## config.mk

```make
export PLATFORM = sky130hd
export DESIGN_NAME = ttyld_cmd_fifo
export DESIGN_NICKNAME = d
export VERILOG_FILES = /design/src/hdl/ttyld_pkg.sv /design/src/hdl/ttyld_cmd_fifo.sv
export SDC_FILE = /design/constraint.sdc
export NUM_CORES = 1
export LEC_CHECK = 0
export ABC_CLOCK_PERIOD_IN_PS = 2400
export BUFFER_PORTS_ARGS = -buffer_cell sky130_fd_sc_hd__buf_2
export CAP_MARGIN = 40
export CORE_MARGIN = 4
export CORE_UTILIZATION = 40
export DETAILED_ROUTE_END_ITERATION = 6
export GPL_TIMING_DRIVEN = 0
export PLACE_DENSITY = 0.61
export SLEW_MARGIN = 25
export SYNTH_ARGS = -nofsm -noshare
export SYNTH_HDL_FRONTEND = slang
export SYNTH_SLANG_ARGS = --single-unit
export TNS_END_PERCENT = 20
```

## constraint.sdc

```tcl
create_clock -name clk -period 2.4 [get_ports clk]
set_input_delay 0.48 -clock clk [delete_from_list [all_inputs] [get_ports clk]]
set_output_delay 0.48 -clock clk [all_outputs]
set_load 0.01 [all_outputs]
```

## src/hdl/ttyld_pkg.sv

```systemverilog
// Shared types, constants and helpers of the canonical line discipline.
package ttyld_pkg;

  // Character constants used by input and output mapping.
  localparam logic [7:0] CHAR_CR     = 8'h0D;
  localparam logic [7:0] CHAR_NL     = 8'h0A;
  localparam logic [7:0] CHAR_ZERO   = 8'h00;
  localparam logic [7:0] STRIP_MASK  = 8'h7F;
  localparam logic [7:0] CASE_OFFSET = 8'h20;
  localparam logic [7:0] UPPER_FIRST = 8'h41;
  localparam logic [7:0] UPPER_LAST  = 8'h5A;
  localparam logic [7:0] LOWER_FIRST = 8'h61;
  localparam logic [7:0] LOWER_LAST  = 8'h7A;

  // Result kinds.
  localparam logic [1:0] KIND_ECHO   = 2'd0;
  localparam logic [1:0] KIND_SIGNAL = 2'd1;
  localparam logic [1:0] KIND_DATA   = 2'd2;
  localparam logic [1:0] KIND_ACK    = 2'd3;

  // Signal codes.
  localparam logic [1:0] SIG_NONE = 2'd0;
  localparam logic [1:0] SIG_INTR = 2'd1;
  localparam logic [1:0] SIG_QUIT = 2'd2;
  localparam logic [1:0] SIG_SUSP = 2'd3;

  // Input item modes.
  localparam logic MODE_CHAR = 1'b0;

  // Configuration register indexes.
  localparam logic [2:0] REG_INPUT_MODES  = 3'd0;
  localparam logic [2:0] REG_LOCAL_MODES  = 3'd1;
  localparam logic [2:0] REG_OUTPUT_MODES = 3'd2;
  localparam logic [2:0] REG_SIGNAL_CHARS = 3'd3;
  localparam logic [2:0] REG_EDIT_CHARS   = 3'd4;
  localparam logic [2:0] REG_EOF_CHAR     = 3'd5;

  // Configuration register reset values.
  localparam logic [4:0]  RST_INPUT_MODES  = 5'd8;
  localparam logic [2:0]  RST_LOCAL_MODES  = 3'd7;
  localparam logic [2:0]  RST_OUTPUT_MODES = 3'd1;
  localparam logic [23:0] RST_SIGNAL_CHARS = 24'h1A1C03;
  localparam logic [23:0] RST_EDIT_CHARS   = 24'h17157F;
  localparam logic [7:0]  RST_EOF_CHAR     = 8'd4;

  typedef struct packed {
    logic        mode;
    logic [7:0]  rx_char;
    logic [6:0]  read_count;
  } in_item_t;

  typedef struct packed {
    logic [1:0]  out_kind;
    logic [7:0]  out_byte;
    logic [1:0]  signal_code;
    logic        held;
    logic        drained;
    logic        last;
  } out_item_t;

  typedef struct packed {
    logic [4:0]  input_modes;
    logic [2:0]  local_modes;
    logic [2:0]  output_modes;
    logic [23:0] signal_chars;
    logic [23:0] edit_chars;
    logic [7:0]  eof_key;
  } cfg_t;

  // Commands passed from the classifier to the executor.
  typedef enum logic [2:0] {
    CMD_ACK,
    CMD_SIG,
    CMD_EDIT,
    CMD_APPEND,
    CMD_READ
  } cmd_op_t;

  typedef struct packed {
    cmd_op_t     op;
    logic [7:0]  ch;
    logic [1:0]  sig;
    logic [6:0]  count;
  } cmd_t;

  typedef enum logic [1:0] {
    B_IDLE,
    B_ECHO2,
    B_RD_ADDR,
    B_RD_OUT
  } back_state_t;

  // Builds one result word.
  function automatic out_item_t mk_result(logic [1:0] kind, logic [7:0] byte_v,
                                          logic [1:0] sig, logic held,
                                          logic drained, logic last);
    out_item_t r;
    r.out_kind    = kind;
    r.out_byte    = byte_v;
    r.signal_code = sig;
    r.held        = held;
    r.drained     = drained;
    r.last        = last;
    return r;
  endfunction

endpackage

```

## src/hdl/ttyld_cmd_fifo.sv

```systemverilog
// Two-entry command queue between the classifier and the executor.
module ttyld_cmd_fifo (
  input  logic            clk,
  input  logic            rst_n,
  input  logic            push,
  input  ttyld_pkg::cmd_t push_cmd,
  output logic            full,
  input  logic            pop,
  output logic            not_empty,
  output ttyld_pkg::cmd_t head_cmd
);
  import ttyld_pkg::*;

  cmd_t       q_r [2];
  logic       wr_ptr_r;
  logic       rd_ptr_r;
  logic [1:0] cnt_r;
  logic       wr_ptr_nxt;
  logic       rd_ptr_nxt;
  logic [1:0] cnt_nxt;

  assign full      = (cnt_r == 2'd2);
  assign not_empty = (cnt_r != 2'd0);
  assign head_cmd  = q_r[rd_ptr_r];

  // Pointer and fill bookkeeping.
  always_comb begin
    wr_ptr_nxt = push ? ~wr_ptr_r : wr_ptr_r;
    rd_ptr_nxt = pop ? ~rd_ptr_r : rd_ptr_r;
    cnt_nxt    = cnt_r + 2'(push) - 2'(pop);
  end

  always_ff @(posedge clk) begin
    if (!rst_n) begin
      wr_ptr_r <= 1'b0;
      rd_ptr_r <= 1'b0;
      cnt_r    <= 2'd0;
    end else begin
      wr_ptr_r <= wr_ptr_nxt;
      rd_ptr_r <= rd_ptr_nxt;
      cnt_r    <= cnt_nxt;
    end
  end

  // Entry storage needs no reset.
  always_ff @(posedge clk) begin
    if (push) begin
      q_r[wr_ptr_r] <= push_cmd;
    end
  end

endmodule

```

; ---- After elaboration in Yosys (flattened, before gate mapping)
; Memories as Yosys holds them, arrays and structs flattened. A register that Yosys moved wholly into a read port is not among the register bits.
; Index checks and enable logic that the tools add are counted.
[op_classes]
addsub = 2
n_eq_ne = 1
muxes = 4
bitwise = 2
reduce_logical = 1
[op_table]
columns = operator, n
row1 = $mux W1, 4
row2 = $add A2 B1 Y2, 1
row3 = $eq A2 B2 Y1 const B, 1
row4 = $not A1 Y1, 2
row5 = $reduce_bool A2 Y1, 1
row6 = $sub A2 B1 Y2, 1
[totals]
regBits = 4
mem_bits_rw = 40
output_inout_bits = 22
elab_cells = 14
n_memories = 1
[memory_table]
columns = memory, depth, word_bits, read_ports, rd_clocked_by_memory_dff, write_ports, line
row1 = q_r, 2, 20, 1, 1, 1, ttyld_cmd_fifo.sv:14  ; cmd_t q_r [2];

; ---- Depth between registers and ports, before layout
[depth]
word_depth = 3
depth_mapped = 6
ltp_nobuf = 6

; ---- Worst setup path before layout
; OpenSTA, ideal clock, no wires.
[synth_timing]
kind = input -> register
startpoint = input port push
endpoint = memory q_r[0][0] (netlist name) (enable)
t_arrival_ps = 1446
required_time_ps = 2000
slack_ps = 554
cell_stages = 1
path_cell_list = nor2b_1
[synth_via]
elab_chain_len = 2
[synth_rtl]
columns = element, line
row1 = from (decl), ttyld_cmd_fifo.sv:5  ; input logic push,
row2 = $mux W1, ttyld_cmd_fifo.sv:47  ; if (push) begin
row3 = $mux W1 (implied by the code), ttyld_cmd_fifo.sv:48  ; q_r[wr_ptr_r] <= push_cmd;
row4 = to (decl), ttyld_cmd_fifo.sv:14
; Every way passes these cells.

==> key figures <==
Critical path
  – CP arrival: roughly 1.3 ns
  – Crit Path Max Fanout: 10
  – R2r setup slk: approximately 1.1 ns
  – Worst Setup Path Type: flip-flop to output pin
  – Worst path max stage delay: 0.35 ns
  – Levels on crit path: 3
  – R2R cell count: 2
  – Critical path's top delay family: multiplexers
  – Crit path to: head_cmd[10]
  – Critical Path RT: between 1.5 and 2 ns
  – Worst path slowest cell: mux2_1
  – Bufs and invs on worst path: 2
  – Critical path, cell by cell: buf_4, mux2_1, buf_2
  – Worst setup EP type: output pin
  – Startpoint types: flip-flop
  – Crit Reg-Reg Startpoint: wr_ptr_r
  – Worst r2r dst: q_r[1][14]

Global routing
  – Initial antenna violation count: 0
  – GR Overflow Total: 0
  – First-pass GRT wire length: between 4000 and 5000 µm
  – GRT Total Usage: 11.1%
  – Largest net degree at the start of global routing: 22
  – Vias in the first global route: 951

Timing
  – Setup TNS: 0 ns
  – Slew @ Worst Pin: about 0.59 ns
  – Count of pins over their slew limit: 0
  – Tcrit/Tclk final: about 74%
  – Minimum clock period: around 1.8 ns
  – Final setup violation count: 0
  – Final Skew: approximately 0.0042 ns
  – Fmax: roughly 560 MHz
  – Final Hold Viols: 0
  – RSZ-0062 raised after global routing: no
  – Slew headroom: between 60% and 70%
  – Hold Slack: 0.380 ns

Clock tree
  – Postcts setup bufs: 0
  – CTS Buf Count: 5
  – CTS tree: built
  – Worst-path clk slew: ~0.07 ns
  – H-tree depth: 2
  – Deepest clock path buffer count: 2
  – # hold bufs at CTS: 0
  – CTS Sinks: 45
  – Clk Latency, worst-skew pair: about 0.28 ns
  – Root Buffer: clkbuf_8
  – PostCTS Resize Cnt: 0

Synth
  – #FFs+latches synth: 45
  – Mapped Area: between 1500 and 2000 µm²
  – Seq/Total Area, Yosys: between 70% and 80%
  – Syn Area/Cell: a little over 20 µm²
  – Syn. warnings: 0
  – Number of distinct standard cells referenced by the synthesized netlist: 12
  – Post-synth net total: 109
  – Cells after Synth: 83

Drt
  – DR WL/cell: 14.0 µm
  – WL final: approximately 2600 µm
  – Vias/cell: 4.56
  – Post-route ant nets: 0
  – Drt initial violations: 58
  – Drt first pass iters: 2
  – Via count: between 800 and 900
  – Residual DRC: 0

Floorplan
  – Initial Util: 41.4%
  – Die ar.: between 5000 and 6000 µm²
  – Core footprint: roughly 4000 µm²
  – Die Wd: between 70 and 80 µm
  – Die H: just over 70 µm
  – Site row count: 23
  – Ports: 46

Cells and area
  – Fillers: between 300 and 400
  – Nets@finish: around 160
  – Fin util: between 50% and 60%
  – Share of cells above drive strength 1: 40.1%
  – Antenna diode count: 0
  – Final Cell Area: 2070 µm²
  – Area Overhead vs Synth: 24.0%

Placed design
  – RD Place Congestion: between 0.6 and 0.7
  – Port Buf Inserts: 45
  – Dpl cell area: 1980 µm²
  – Detailed placement HPWL: 1890 µm

Pwr
  – VDD IR max: ~460 µV
  – Pwr/cell area: between 700 and 800 nW/µm²
  – LEAKAGE: just over 0.8 nW
  – Total Power: ~0.0016 W

Run
  – Max-cap violations: 0

Worst hold path
  – Worst Hold Class: input port to flip-flop

Outcome
  – Outcome: completed
## layout by cell type, fill, tap and decap left out, drive strengths merged, types with 2 or more instances in the layout
| cell | Yosys | routed |
|---|---|---|
| and2 | 4 | 4 |
| buf | 2 | 48 |
| clkbuf | 0 | 8 |
| dfxtp | 5 | 5 |
| edfxtp | 40 | 40 |
| ha | 2 | 2 |
| inv | 2 | 2 |
| mux2 | 20 | 20 |
| nor2b | 4 | 4 |
## report_power, final
| group | switching (W) | leakage [nW] | internal [W] | total [W] |
|---|---|---|---|---|
| sequential | 0.0000153 | 0.417 | 0.000903 | 0.000919 |
| combinational | 0.0000984 | 0.348 | 0.000103 | 0.000201 |
| clock | 0.000215 | 0.0455 | 0.000234 | 0.000449 |
| total | 0.000328 | 0.810 | 0.00124 | 0.00157 |
## through the flow
step | setup WS (ns) | cells
floorplan | 0.554 | 83
detailed placement | 0.869 | 179
CTS | 0.595 | 187
global route | 0.511 | 187
finish | 0.619 | 187
global placement | -0.0766 | 178
## final cells by class
class,count,area (µm²),area share (%)
buffer,2,15.0,0.726
inverter,2,7.51,0.363
timing repair buffer,46,240,11.6
multi-input combinational,34,353,17.0
clock buffer,8,90.1,4.35
sequential,45,1300,62.9
tap,50,62.6,3.02
## cells by family (layout without fill, tap and decap cells)
logic type | Yosys count | in the layout | share of synthesized area [%]
DFF | 45 | 45 | 78.0
adders and majority gates | 2 | 2 | 1.50
buffers and inverters | 4 | 58 | 1.35
xor gates and xnor gates | 2 | 2 | 1.87
and+or+nand+nor | 9 | 9 | 3.37
AOI/OAI and AO/OA | 1 | 1 | 0.450
muxes | 20 | 20 | 13.5
## worst min path at each step
stage	from	to	slack (ns)	depth (start not counted)
2_1_floorplan	rd_ptr_r	flip-flop	0.55	2
3_3_place_gp	rd_ptr_r	rd_ptr_r	0.57	2
3_5_place_dp	rd_ptr_r	rd_ptr_r	0.58	2
4_1_cts	push_cmd[16]	q_r[0][16]	0.37	1
5_1_grt	push_cmd[16]	q_r[1][16]	0.36	1
6_report	push_cmd[4]	q_r[1][4]	0.38	1
## cells in the mapped netlist
master / n / share of area, %
dfxtp_1: 5 / 6.0
buf_4: 2 / 0.90
ha_1: 2 / 1.5
xnor3_1: 1 / 1.3
or2_1: 1 / 0.38
nor2b_1: 4 / 1.5
mux2_1: 20 / 13
inv_1: 2 / 0.45
xor2_1: 1 / 0.52
and2_1: 4 / 1.5
o21a_1: 1 / 0.45
edfxtp_1: 40 / 72
## flip-flops by register name, summed over array words and instances (netlist names), named ones only
signal and count:
q_r 40, wr_ptr_r 1, rd_ptr_r 1, cnt_r 2
## routing by layer
metal	wire, µm	track usage (%)	vias up
li1	-	-	417
met1	904	10.4	412
met2	1520	20.5	19
met3	165	5.37	5
met4	40	4.30	0
met5	0	0	-
(Power assumes the default switching activity.)
