### src/hdl/ttyld_pkg.sv
// Shared types, constants and helpers of the canonical line discipline.
package ttyld_pkg;

  // Character constants used by input and output mapping.
  localparam logic [7:0] CHAR_CR     = 8'h0D;
  localparam logic [7:0] CHAR_NL     = 8'h0A;
  localparam logic [7:0] CHAR_ZERO   = 8'h00;
  localparam logic [7:0] STRIP_MASK  = 8'h7F;
  localparam logic [7:0] CASE_OFFSET = 8'h20;
  localparam logic [7:0] UPPER_FIRST = 8'h41;
  localparam logic [7:0] UPPER_LAST  = 8'h5A;
  localparam logic [7:0] LOWER_FIRST = 8'h61;
  localparam logic [7:0] LOWER_LAST  = 8'h7A;

  // Result kinds.
  localparam logic [1:0] KIND_ECHO   = 2'd0;
  localparam logic [1:0] KIND_SIGNAL = 2'd1;
  localparam logic [1:0] KIND_DATA   = 2'd2;
  localparam logic [1:0] KIND_ACK    = 2'd3;

  // Signal codes.
  localparam logic [1:0] SIG_NONE = 2'd0;
  localparam logic [1:0] SIG_INTR = 2'd1;
  localparam logic [1:0] SIG_QUIT = 2'd2;
  localparam logic [1:0] SIG_SUSP = 2'd3;

  // Input item modes.
  localparam logic MODE_CHAR = 1'b0;

  // Configuration register indexes.
  localparam logic [2:0] REG_INPUT_MODES  = 3'd0;
  localparam logic [2:0] REG_LOCAL_MODES  = 3'd1;
  localparam logic [2:0] REG_OUTPUT_MODES = 3'd2;
  localparam logic [2:0] REG_SIGNAL_CHARS = 3'd3;
  localparam logic [2:0] REG_EDIT_CHARS   = 3'd4;
  localparam logic [2:0] REG_EOF_CHAR     = 3'd5;

  // Configuration register reset values.
  localparam logic [4:0]  RST_INPUT_MODES  = 5'd8;
  localparam logic [2:0]  RST_LOCAL_MODES  = 3'd7;
  localparam logic [2:0]  RST_OUTPUT_MODES = 3'd1;
  localparam logic [23:0] RST_SIGNAL_CHARS = 24'h1A1C03;
  localparam logic [23:0] RST_EDIT_CHARS   = 24'h17157F;
  localparam logic [7:0]  RST_EOF_CHAR     = 8'd4;

  typedef struct packed {
    logic        mode;
    logic [7:0]  rx_char;
    logic [6:0]  read_count;
  } in_item_t;

  typedef struct packed {
    logic [1:0]  out_kind;
    logic [7:0]  out_byte;
    logic [1:0]  signal_code;
    logic        held;
    logic        drained;
    logic        last;
  } out_item_t;

  typedef struct packed {
    logic [4:0]  input_modes;
    logic [2:0]  local_modes;
    logic [2:0]  output_modes;
    logic [23:0] signal_chars;
    logic [23:0] edit_chars;
    logic [7:0]  eof_key;
  } cfg_t;

  // Commands passed from the classifier to the executor.
  typedef enum logic [2:0] {
    CMD_ACK,
    CMD_SIG,
    CMD_EDIT,
    CMD_APPEND,
    CMD_READ
  } cmd_op_t;

  typedef struct packed {
    cmd_op_t     op;
    logic [7:0]  ch;
    logic [1:0]  sig;
    logic [6:0]  count;
  } cmd_t;

  typedef enum logic [1:0] {
    B_IDLE,
    B_ECHO2,
    B_RD_ADDR,
    B_RD_OUT
  } back_state_t;

  // Builds one result word.
  function automatic out_item_t mk_result(logic [1:0] kind, logic [7:0] byte_v,
                                          logic [1:0] sig, logic held,
                                          logic drained, logic last);
    out_item_t r;
    r.out_kind    = kind;
    r.out_byte    = byte_v;
    r.signal_code = sig;
    r.held        = held;
    r.drained     = drained;
    r.last        = last;
    return r;
  endfunction

endpackage

### src/hdl/ttyld_front.sv
// Front end: input mapping, signal detection and edit classification of one word.
module ttyld_front #(
  parameter int MAX_READ = 64
) (
  input  ttyld_pkg::in_item_t in_item,
  input  ttyld_pkg::cfg_t     cfg,
  output ttyld_pkg::cmd_t     cmd
);
  import ttyld_pkg::*;

  localparam logic [6:0] MaxReadC = 7'(MAX_READ);

  logic [7:0] ch_strip;
  logic [7:0] ch_low;
  logic [7:0] ch_map;
  logic       cr_drop;
  logic [7:0] erase_c;
  logic [7:0] kill_c;
  logic [7:0] werase_c;

  assign erase_c  = cfg.edit_chars[7:0];
  assign kill_c   = cfg.edit_chars[15:8];
  assign werase_c = cfg.edit_chars[23:16];

  // Strip, lowercase and CR/NL mapping in the order the discipline applies them.
  always_comb begin
    ch_strip = cfg.input_modes[0] ? (in_item.rx_char & STRIP_MASK) : in_item.rx_char;
    ch_low   = ch_strip;
    if (cfg.input_modes[1] && cfg.local_modes[2] &&
        ch_strip >= UPPER_FIRST && ch_strip <= UPPER_LAST) begin
      ch_low = ch_strip + CASE_OFFSET;
    end
    ch_map  = ch_low;
    cr_drop = 1'b0;
    if (ch_low == CHAR_CR) begin
      if (cfg.input_modes[2]) begin
        cr_drop = 1'b1;
      end else if (cfg.input_modes[3]) begin
        ch_map = CHAR_NL;
      end
    end else if (ch_low == CHAR_NL && cfg.input_modes[4]) begin
      ch_map = CHAR_CR;
    end
  end

  // Classification into one command for the executor.
  always_comb begin
    cmd.op    = CMD_APPEND;
    cmd.ch    = ch_map;
    cmd.sig   = SIG_NONE;
    cmd.count = (in_item.read_count > MaxReadC) ? MaxReadC : in_item.read_count;
    if (in_item.mode != MODE_CHAR) begin
      cmd.op = CMD_READ;
    end else if (cr_drop) begin
      cmd.op = CMD_ACK;
    end else if (cfg.local_modes[0] && ch_map == cfg.signal_chars[7:0]) begin
      cmd.op  = CMD_SIG;
      cmd.sig = SIG_INTR;
    end else if (cfg.local_modes[0] && ch_map == cfg.signal_chars[15:8]) begin
      cmd.op  = CMD_SIG;
      cmd.sig = SIG_QUIT;
    end else if (cfg.local_modes[0] && ch_map == cfg.signal_chars[23:16]) begin
      cmd.op  = CMD_SIG;
      cmd.sig = SIG_SUSP;
    end else if (ch_map == erase_c || ch_map == kill_c ||
                 (ch_map == werase_c && cfg.local_modes[2])) begin
      cmd.op = CMD_EDIT;
    end else if (ch_map == cfg.eof_key) begin
      cmd.ch = CHAR_ZERO;
    end
  end

endmodule

### config.mk
export PLATFORM = sky130hd
export DESIGN_NAME = ttyld_front
export DESIGN_NICKNAME = d
export VERILOG_FILES = /design/src/hdl/ttyld_pkg.sv /design/src/hdl/ttyld_front.sv
export SDC_FILE = /design/constraint.sdc
export NUM_CORES = 1
export LEC_CHECK = 0
export ABC_AREA = 1
export ABC_CLOCK_PERIOD_IN_PS = 1900
export BUFFER_PORTS_ARGS = -buffer_cell sky130_fd_sc_hd__buf_2
export CAP_MARGIN = 20
export CORE_ASPECT_RATIO = 1.2
export CORE_MARGIN = 5
export CORE_UTILIZATION = 40
export DETAILED_ROUTE_END_ITERATION = 12
export PLACE_DENSITY = 0.81
export SYNTH_ARGS = -nofsm -noshare
export SYNTH_HDL_FRONTEND = slang
export SYNTH_SLANG_ARGS = --single-unit
export TNS_END_PERCENT = 50
### constraint.sdc
create_clock -name vclk -period 1.9
set_input_delay 0.19 -clock vclk [all_inputs]
set_output_delay 0.19 -clock vclk [all_outputs]
set_load 0.02 [all_outputs]
# == Word level (Yosys, flattened, before mapping) ==
# Cells that the tools add are included.
# op_classes
addsub,1
mul,0
n_div,0
magnitude_cmp,3
n_eq_ne,9
n_shift,0
muxes,25
bitwise_logic,0
reduce_logical,10
# op_table
op,n
$mux 8,11
$eq 8x8->1,7
$mux 10,2
$eq 8x4->1 const B,2
$mux 2,7
$add 8x6->8 const B,1
$ge 8x7->1 const B,1
$le 8x7->1 const B,1
$logic_and 1x1->1,8
$gt 7x7->1 const B,1
$mux 7,1
$mux 1,3
$mux 3,1
$logic_or 1x1->1,2
# word_totals
reg_bits,0
latch_bits,0
mem_bits_rw,0
romBits,0
output_inout_bits,20
memories,0

# == Depth between registers and ports, before layout ==
# Gate-level depths: netlist (run 1).
# logic_depth
depth_word,18
ltp_mapped,19

# == Worst setup path before layout (run 1) ==
# Ideal clock, no wire load.
# synth_path
path_kind,in2out
start,in in_item[10] in the netlist's numbering
end,out cmd[17] in the netlist's numbering
arrival_ns,2.068
required_time_ns,1.710
setup_slack_ns,-0.358
cell_stages,17
path_buffers,2
path_cell_list,buf_6 nand2_1 nand2_1 nand2_2 nand3_2 nand2_1 nand2_2 nor2_4 nand4_4 buf_6 nand3_2 nand3_1 nor2_2 nand2_2 nand2_4 nor2_1 a21oi_1
# synth_rtl
item,line,rtl
"start, declared",ttyld_front.sv:5,"input ttyld_pkg::in_item_t in_item,"
"end, declared",ttyld_front.sv:7,output ttyld_pkg::cmd_t cmd

==> results of run 1 <==
-- worst max-delay path by stage --
stage,from,to,depth (start not counted)
6_report,in_item[9],cmd[13],18
5_1_grt,in_item[12],cmd[13],18
4_1_cts,in_item[12],cmd[17],19
3_5_place_dp,in_item[13],cmd[13],20
3_3_place_gp,in_item[11],cmd[13],18
2_1_floorplan,in_item[10],cmd[10],16
-- metal layers --
layer	vias to the layer above	part of all wire, %	wire [um]
li1	1164	-	-
met1	998	38	2240
met2	100	52	3040
met3	12	7.6	444
met4	0	2.1	125
met5	-	0	0
-- where the power goes --
part	switching [mW]	internal (mW)
clock	0	0
combinational	0.282	0.253
sequential	0	0
-- layout by cell type (no fill, tap or decap), types with 8 or more instances in the layout --
cell type  netlist  final
buf_6            2     19
nand3_2          3      8
nand3_1         32     27
nor2_2           8     11
buf_4            1     40
inv_1           45     39
nor2_1          30     25
nand2_4          7      8
inv_2            3      9
a21oi_4          0      8
nand2_2          7     12
xor2_1           9      9
nand2_1         66     59
buf_2            2     83
-- through the flow --
| step | util [%] | std cells | hold slack, ps |
|---|---|---|---|
| floorplan | - | 279 | 493 |
| global placement | 65.0 | 459 | 623 |
| detailed placement | 65.0 | 459 | 626 |
| CTS | 71.3 | 468 | 627 |
| global route | 73.9 | 471 | 644 |
| finish | 73.9 | 471 | 627 |
-- repair_timing --
action | 4_1_cts | 5_1_grt
buffers inserted | 8 | 3
pin swaps | 9 | 7
gates cloned | 1 | 0
gates resized for setup | 41 | 24
setup endpoints to repair | 12 | 12
-- layout make-up --
| type | instances | area, um2 |
|---|---|---|
| fillers | 316 | 965 |
| inverters | 49 | 184 |
| multi-input cells | 225 | 1500 |
| well taps | 52 | 65.1 |
| repair buffers | 145 | 985 |
-- cells by family after synthesis --
family                     synth area share [%]
and+or+nand+nor                            62.3
adders and majority gates                 0.811
buffers and inverters                      14.8
xor gates and xnor gates                   10.1
AOI/OAI and AO/OA                          12.0
==> out/metrics.yaml, run 1 <==
outcome:
  run_status: "finished with violations"
  failed_checks: "setup timing"
placement:
  preCtsSetupSlack_ps: -688
  place.gp.congestion: 0.916
  io_buffer_count: 99
  placed_cell_area_um2: 2400
  hpwl_um: 4720
floorplanning:
  initial_core_util_pct: 41.8
  fp-row-count: 24
  pin_count: 103
  die_h_um: 78.0
  coreArea_um2: 3690
  die_x_um: 66.7
  dieArea_um2: 5200
synth:
  synthCells: 279
  syn-num-nets: 363
  ys_top_cells_by_area: "nand2_1 16%, inv_1 11%, nand3_1 10%"
  avgSynthCellArea_um2: 5.53
  synth_top_area_share_pct: 16.1
  syn_area_um2: 1540
  synth.distinct_cells: 33
  yosysSeqAreaShare_pct: 0
  synth_common_cells: "66 x nand2_1, 45 x inv_1, 32 x nand3_1"
  synth_most_common_cell: "nand2_1"
  synth_warnings: 0
  synth_top_area_cell: "nand2_1"
final_layout:
  nClkBuffers: 0
  syn_to_final_growth_pct: 76.9
  seq_cells: 0
  antennaDiodeCount: 0
  drive_gt1_share_pct: 53.0
  nNetsFinal: 505
  finalInstanceArea_um2: 2730
  seq_area_um2: 0
setup_path:
  critPathMaxFanout: 8
  setup.worst_path.class: "primary input to primary output"
  path_delay_family: "simple AND/OR/NAND/NOR gates"
  setup.worst_path.start_class: "primary input"
  crit_path_end_kind: "primary output"
  cp_num_buf_inv: 3
  path_cells: "buf_2 > inv_2 > nand2_1 > nor2_2 > nor2_2 > nand3_1 > nand2_2 > nor2_4 > nand4_4 > nand2_4 > nand2_4 > nand2_2 > nand3_1 > nor2_2 > nand2_2 > nor2_8 > a21oi_4 > buf_6"
  cp.required_ps: 1710
  max_stage_delay_ps: 280
  critPathArrivalTime_ps: 2340
  cp_slowest_cell: "nor2_8"
power_and_ir_drop:
  leakagePower_nw: 1.49
  max-vdd-ir-drop_v: 0.000111
  total_power_mw: 0.535
  cellPowerDensity_nw_per_um2: 196
global_route:
  busiest_layer: "met2"
  met2_usage_pct: 38.2
  grt_max_degree: 12
  grt_pass1_vias: 2090
  met1_usage_pct: 25.3
  antenna_found_initial: 0
  grt_overflow_total: 0
  grt_pass1_wl_um: 8860
  grt_usage_pct: 20.4
  met3_usage_pct: 1.29
cts:
  cts-hold-fix-buffers: 0
sta:
  min_period_over_period_pct: 133
  setup-tns-final_ps: -6950
  period_minus_slack_ps: 2530
  max_freq_mhz: 396
  grt_setup_unrepaired: "true"
  worst_slack_ps: -628
  drv_slew: 0
  hold_viol_final: 0
  worst_pin_slew_ps: 398
  setup_viol: 12
  slew_headroom_pct: 73.4
min_path:
  hp-start: "in_item[6]"
  hold_end: "cmd[6]"
  hold_depth: 2
  holdCritPathClass: "primary input to primary output"
detailed_routing:
  via_count: 2274
  initialDrtViolationCount: 160
  avgViaCountPerCell: 4.83
  drt_wl_total_um: 5840
  first_pass_iters: 4
  ant_nets: 0
  wl_per_cell_um: 12.4
  drc_errors: 0
job:
  max_cap_viol_count: 0
Note: power is estimated with default switching activity, not from simulation.
==> run 2: changes to the inputs <==
Settings changed: ABC_AREA 1 to not set, CORE_UTILIZATION 40 to 41.
==> out/metrics.yaml, run 2 <==
synth:
  synth_top_area_share_pct: 6.85  # -9.2 points
  avgSynthCellArea_um2: 7.49  # +35%
  synth_most_common_cell: "nand2_1"
  syn_area_um2: 1660  # +7.8%
  synthMuxAreaShare_pct: 0.602  # +0.60 points
  synth-xor-area-share_pct: 12.6  # +2.5 points
  synthAdderAreaFrac_pct: 0.752  # -0.059 points
  synth_common_cells: "17 x nand2_1, 13 x inv_1, 13 x xor2_1"
  yosysSeqAreaShare_pct: 0  # unchanged
  yosys.area_share.simple_pct: 32.2  # -30 points
  synth.distinct_cells: 68  # +110%
  syn-num-nets: 306  # -16%
  synth-compound-area-share_pct: 44.2  # +32 points
  ys_top_cells_by_area: "xor2_1 6.8%, xnor2_1 5.8%, a31oi_1 4.1%"
  synth_top_family_by_area: "compound AO/OA/AOI/OAI gates"
  synth_top_area_cell: "xor2_1"
  synth_warnings: 0  # unchanged
  synthCells: 222  # -20%
setup_path:
  crit_path_end_kind: "primary output"
  critPathMaxFanout: 8  # unchanged
  setup.worst_path.class: "primary input to primary output"
  cp.required_ps: 1710  # about the same
  critPathArrivalTime_ps: 2600  # +260 ps
  setup.worst_path.start_class: "primary input"
final_layout:
  n_fill_cell: 241  # -24%
  nClkBuffers: 0  # unchanged
  seq_cells: 0  # unchanged
  mostFrequentLayoutCell: "buf_4"
  antennaDiodeCount: 0  # unchanged
  mostFrequentLayoutCells: "90 x buf_4, 89 x buf_2, 16 x nand2_1"
  drive_gt1_share_pct: 61.1  # +8.1 points
  nNetsFinal: 487  # -3.6%
  syn_to_final_growth_pct: 90.7
  seq_area_um2: 0  # unchanged
  multi_input_area_um2: 1730  # +16%
  finalInstanceArea_um2: 3170  # +16%
sta:
  period_minus_slack_ps: 2790  # +259 ps
  setup_viol: 12  # unchanged
  setup-tns-final_ps: -9750  # -2800 ps
  min_period_over_period_pct: 147  # +14 points
  slew_headroom_pct: 71.7  # -1.6 points
  max_freq_mhz: 359  # -9.3%
  worst_slack_ps: -887  # -259 ps
  grt_setup_unrepaired: "true"
  worst_pin_slew_ps: 424  # +26.1 ps
  drv_slew: 0  # unchanged
  hold_viol_final: 0  # unchanged
  timing.hold.ws_ps: 630  # +3.24 ps
power_and_ir_drop:
  leakagePower_nw: 1.42  # -4.8%
  power_switching_mw: 0.360  # +27%
  cellPowerDensity_nw_per_um2: 220  # +12%
  max-vdd-ir-drop_v: 0.000147  # +32%
  combPwrFrac_pct: 100.0  # about the same
  sw_frac_of_total_pct: 51.5  # -1.3 points
  p_clk_share_pct: 0  # unchanged
  p_int_mw: 0.338  # +34%
  power_frac_seq_pct: 0  # unchanged
outcome:
  failed_checks: "setup timing"
  run_status: "finished with violations"
floorplanning:
  initial_core_util_pct: 42.2  # +0.42 points
  die_h_um: 79.8  # +2.2%
  dieArea_um2: 5430  # +4.4%
  die_x_um: 68.1  # +2.2%
  pin_count: 103  # unchanged
  fp-row-count: 25  # +4.2%
  coreArea_um2: 3940  # +6.7%
global_route:
  grt_overflow_total: 0  # unchanged
  grt_pass1_vias: 2695  # +29%
  grt_max_degree: 10  # -2
  antenna_found_initial: 0  # unchanged
  grt_usage_pct: 29.5  # +9.0 points
  grt_pass1_wl_um: 12600  # +42%
detailed_routing:
  ant_nets: 0  # unchanged
  wl_met2_um: 4680  # +54%
  met1Wirelength_um: 3140  # +40%
  wl_met3_um: 1090  # +140%
  initialDrtViolationCount: 247  # +54%
  drt_wl_total_um: 9610  # +64%
  avgViaCountPerCell: 6.43  # +33%
  first_pass_iters: 6  # +2
  drc_errors: 0  # unchanged
  wl_per_cell_um: 21.1  # +70%
  via_count: 2926  # +29%
  routed.top_layer: "met4"
job:
  max_cap_viol_count: 0  # unchanged
placement:
  place.gp.congestion: 0.946  # +3.3%
  hpwl_um: 6430  # +36%
  placed_cell_area_um2: 2800  # +17%
  io_buffer_count: 99  # unchanged
cts:
  cts-hold-fix-buffers: 0  # unchanged
min_path:
  holdCritPathClass: "primary input to primary output"
-- run 2: per-layer routing --
metal	vias up	track usage, %
met5	-	0
met4	0	15.3
met3	73	4.08
met2	274	52.4
met1	1332	32.8
li1	1247	-
-- run 2: cells by family after synthesis --
family,after synthesis
fa+ha+maj,1
simple gates,80
compound gates,86
xor+xnor,24
buf+inv,30
mux,1
-- run 2: metrics by stage --
stage / power (mW) / setup slack, ps / util (%) / std cells
2_1_floorplan: 0.298 / -703 / - / 222
3_3_place_gp: 0.572 / -1060 / 71.1 / 439
3_5_place_dp: 0.587 / -1230 / 71.1 / 439
4_1_cts: 0.617 / -764 / 75.5 / 448
5_1_grt: 0.734 / -981 / 80.5 / 455
6_report: 0.698 / -887 / 80.5 / 455
-- run 2: final cells by class --
type,instances,share of cell area (%)
inverters,13,1.54
multi-input cells,192,54.7
well taps,54,2.13
repair buffers,196,41.7
-- run 2: critical path: stages --
cell	delay (ps)
buf_2	110
nand2b_4	160
buf_4	140
buf_4	160
a311o_1	370
a211oi_1	270
nand4_1	200
nor4_4	300
a211oi_4	80
buf_4	150
o41a_1	320
buf_6	140
-- run 2: path summary, 6_finish.rpt --
| kind | start | end | slack (ps) | cells after the start |
|---|---|---|---|---|
| hold / removal | in_item[15] | cmd[19] | 630 | 2 |
| setup / recovery | cfg[62] | cmd[17] | -890 | 12 |
-- run 2: what timing repair did --
action | CTS | global route
endpoints found under the setup margin | 12 | 12
pin swaps | 12 | 18
setup buffers | 9 | 8
gates resized for setup | 26 | 33
-- run 2: power by group through the flow --
stage	registers [mW]	logic [mW]	clock network, mW
final	0	0.698	0
after global routing	0	0.734	0
after CTS	0	0.617	0
after detailed placement	0	0.587	0
after global placement	0	0.572	0
after floorplan	0	0.298	0
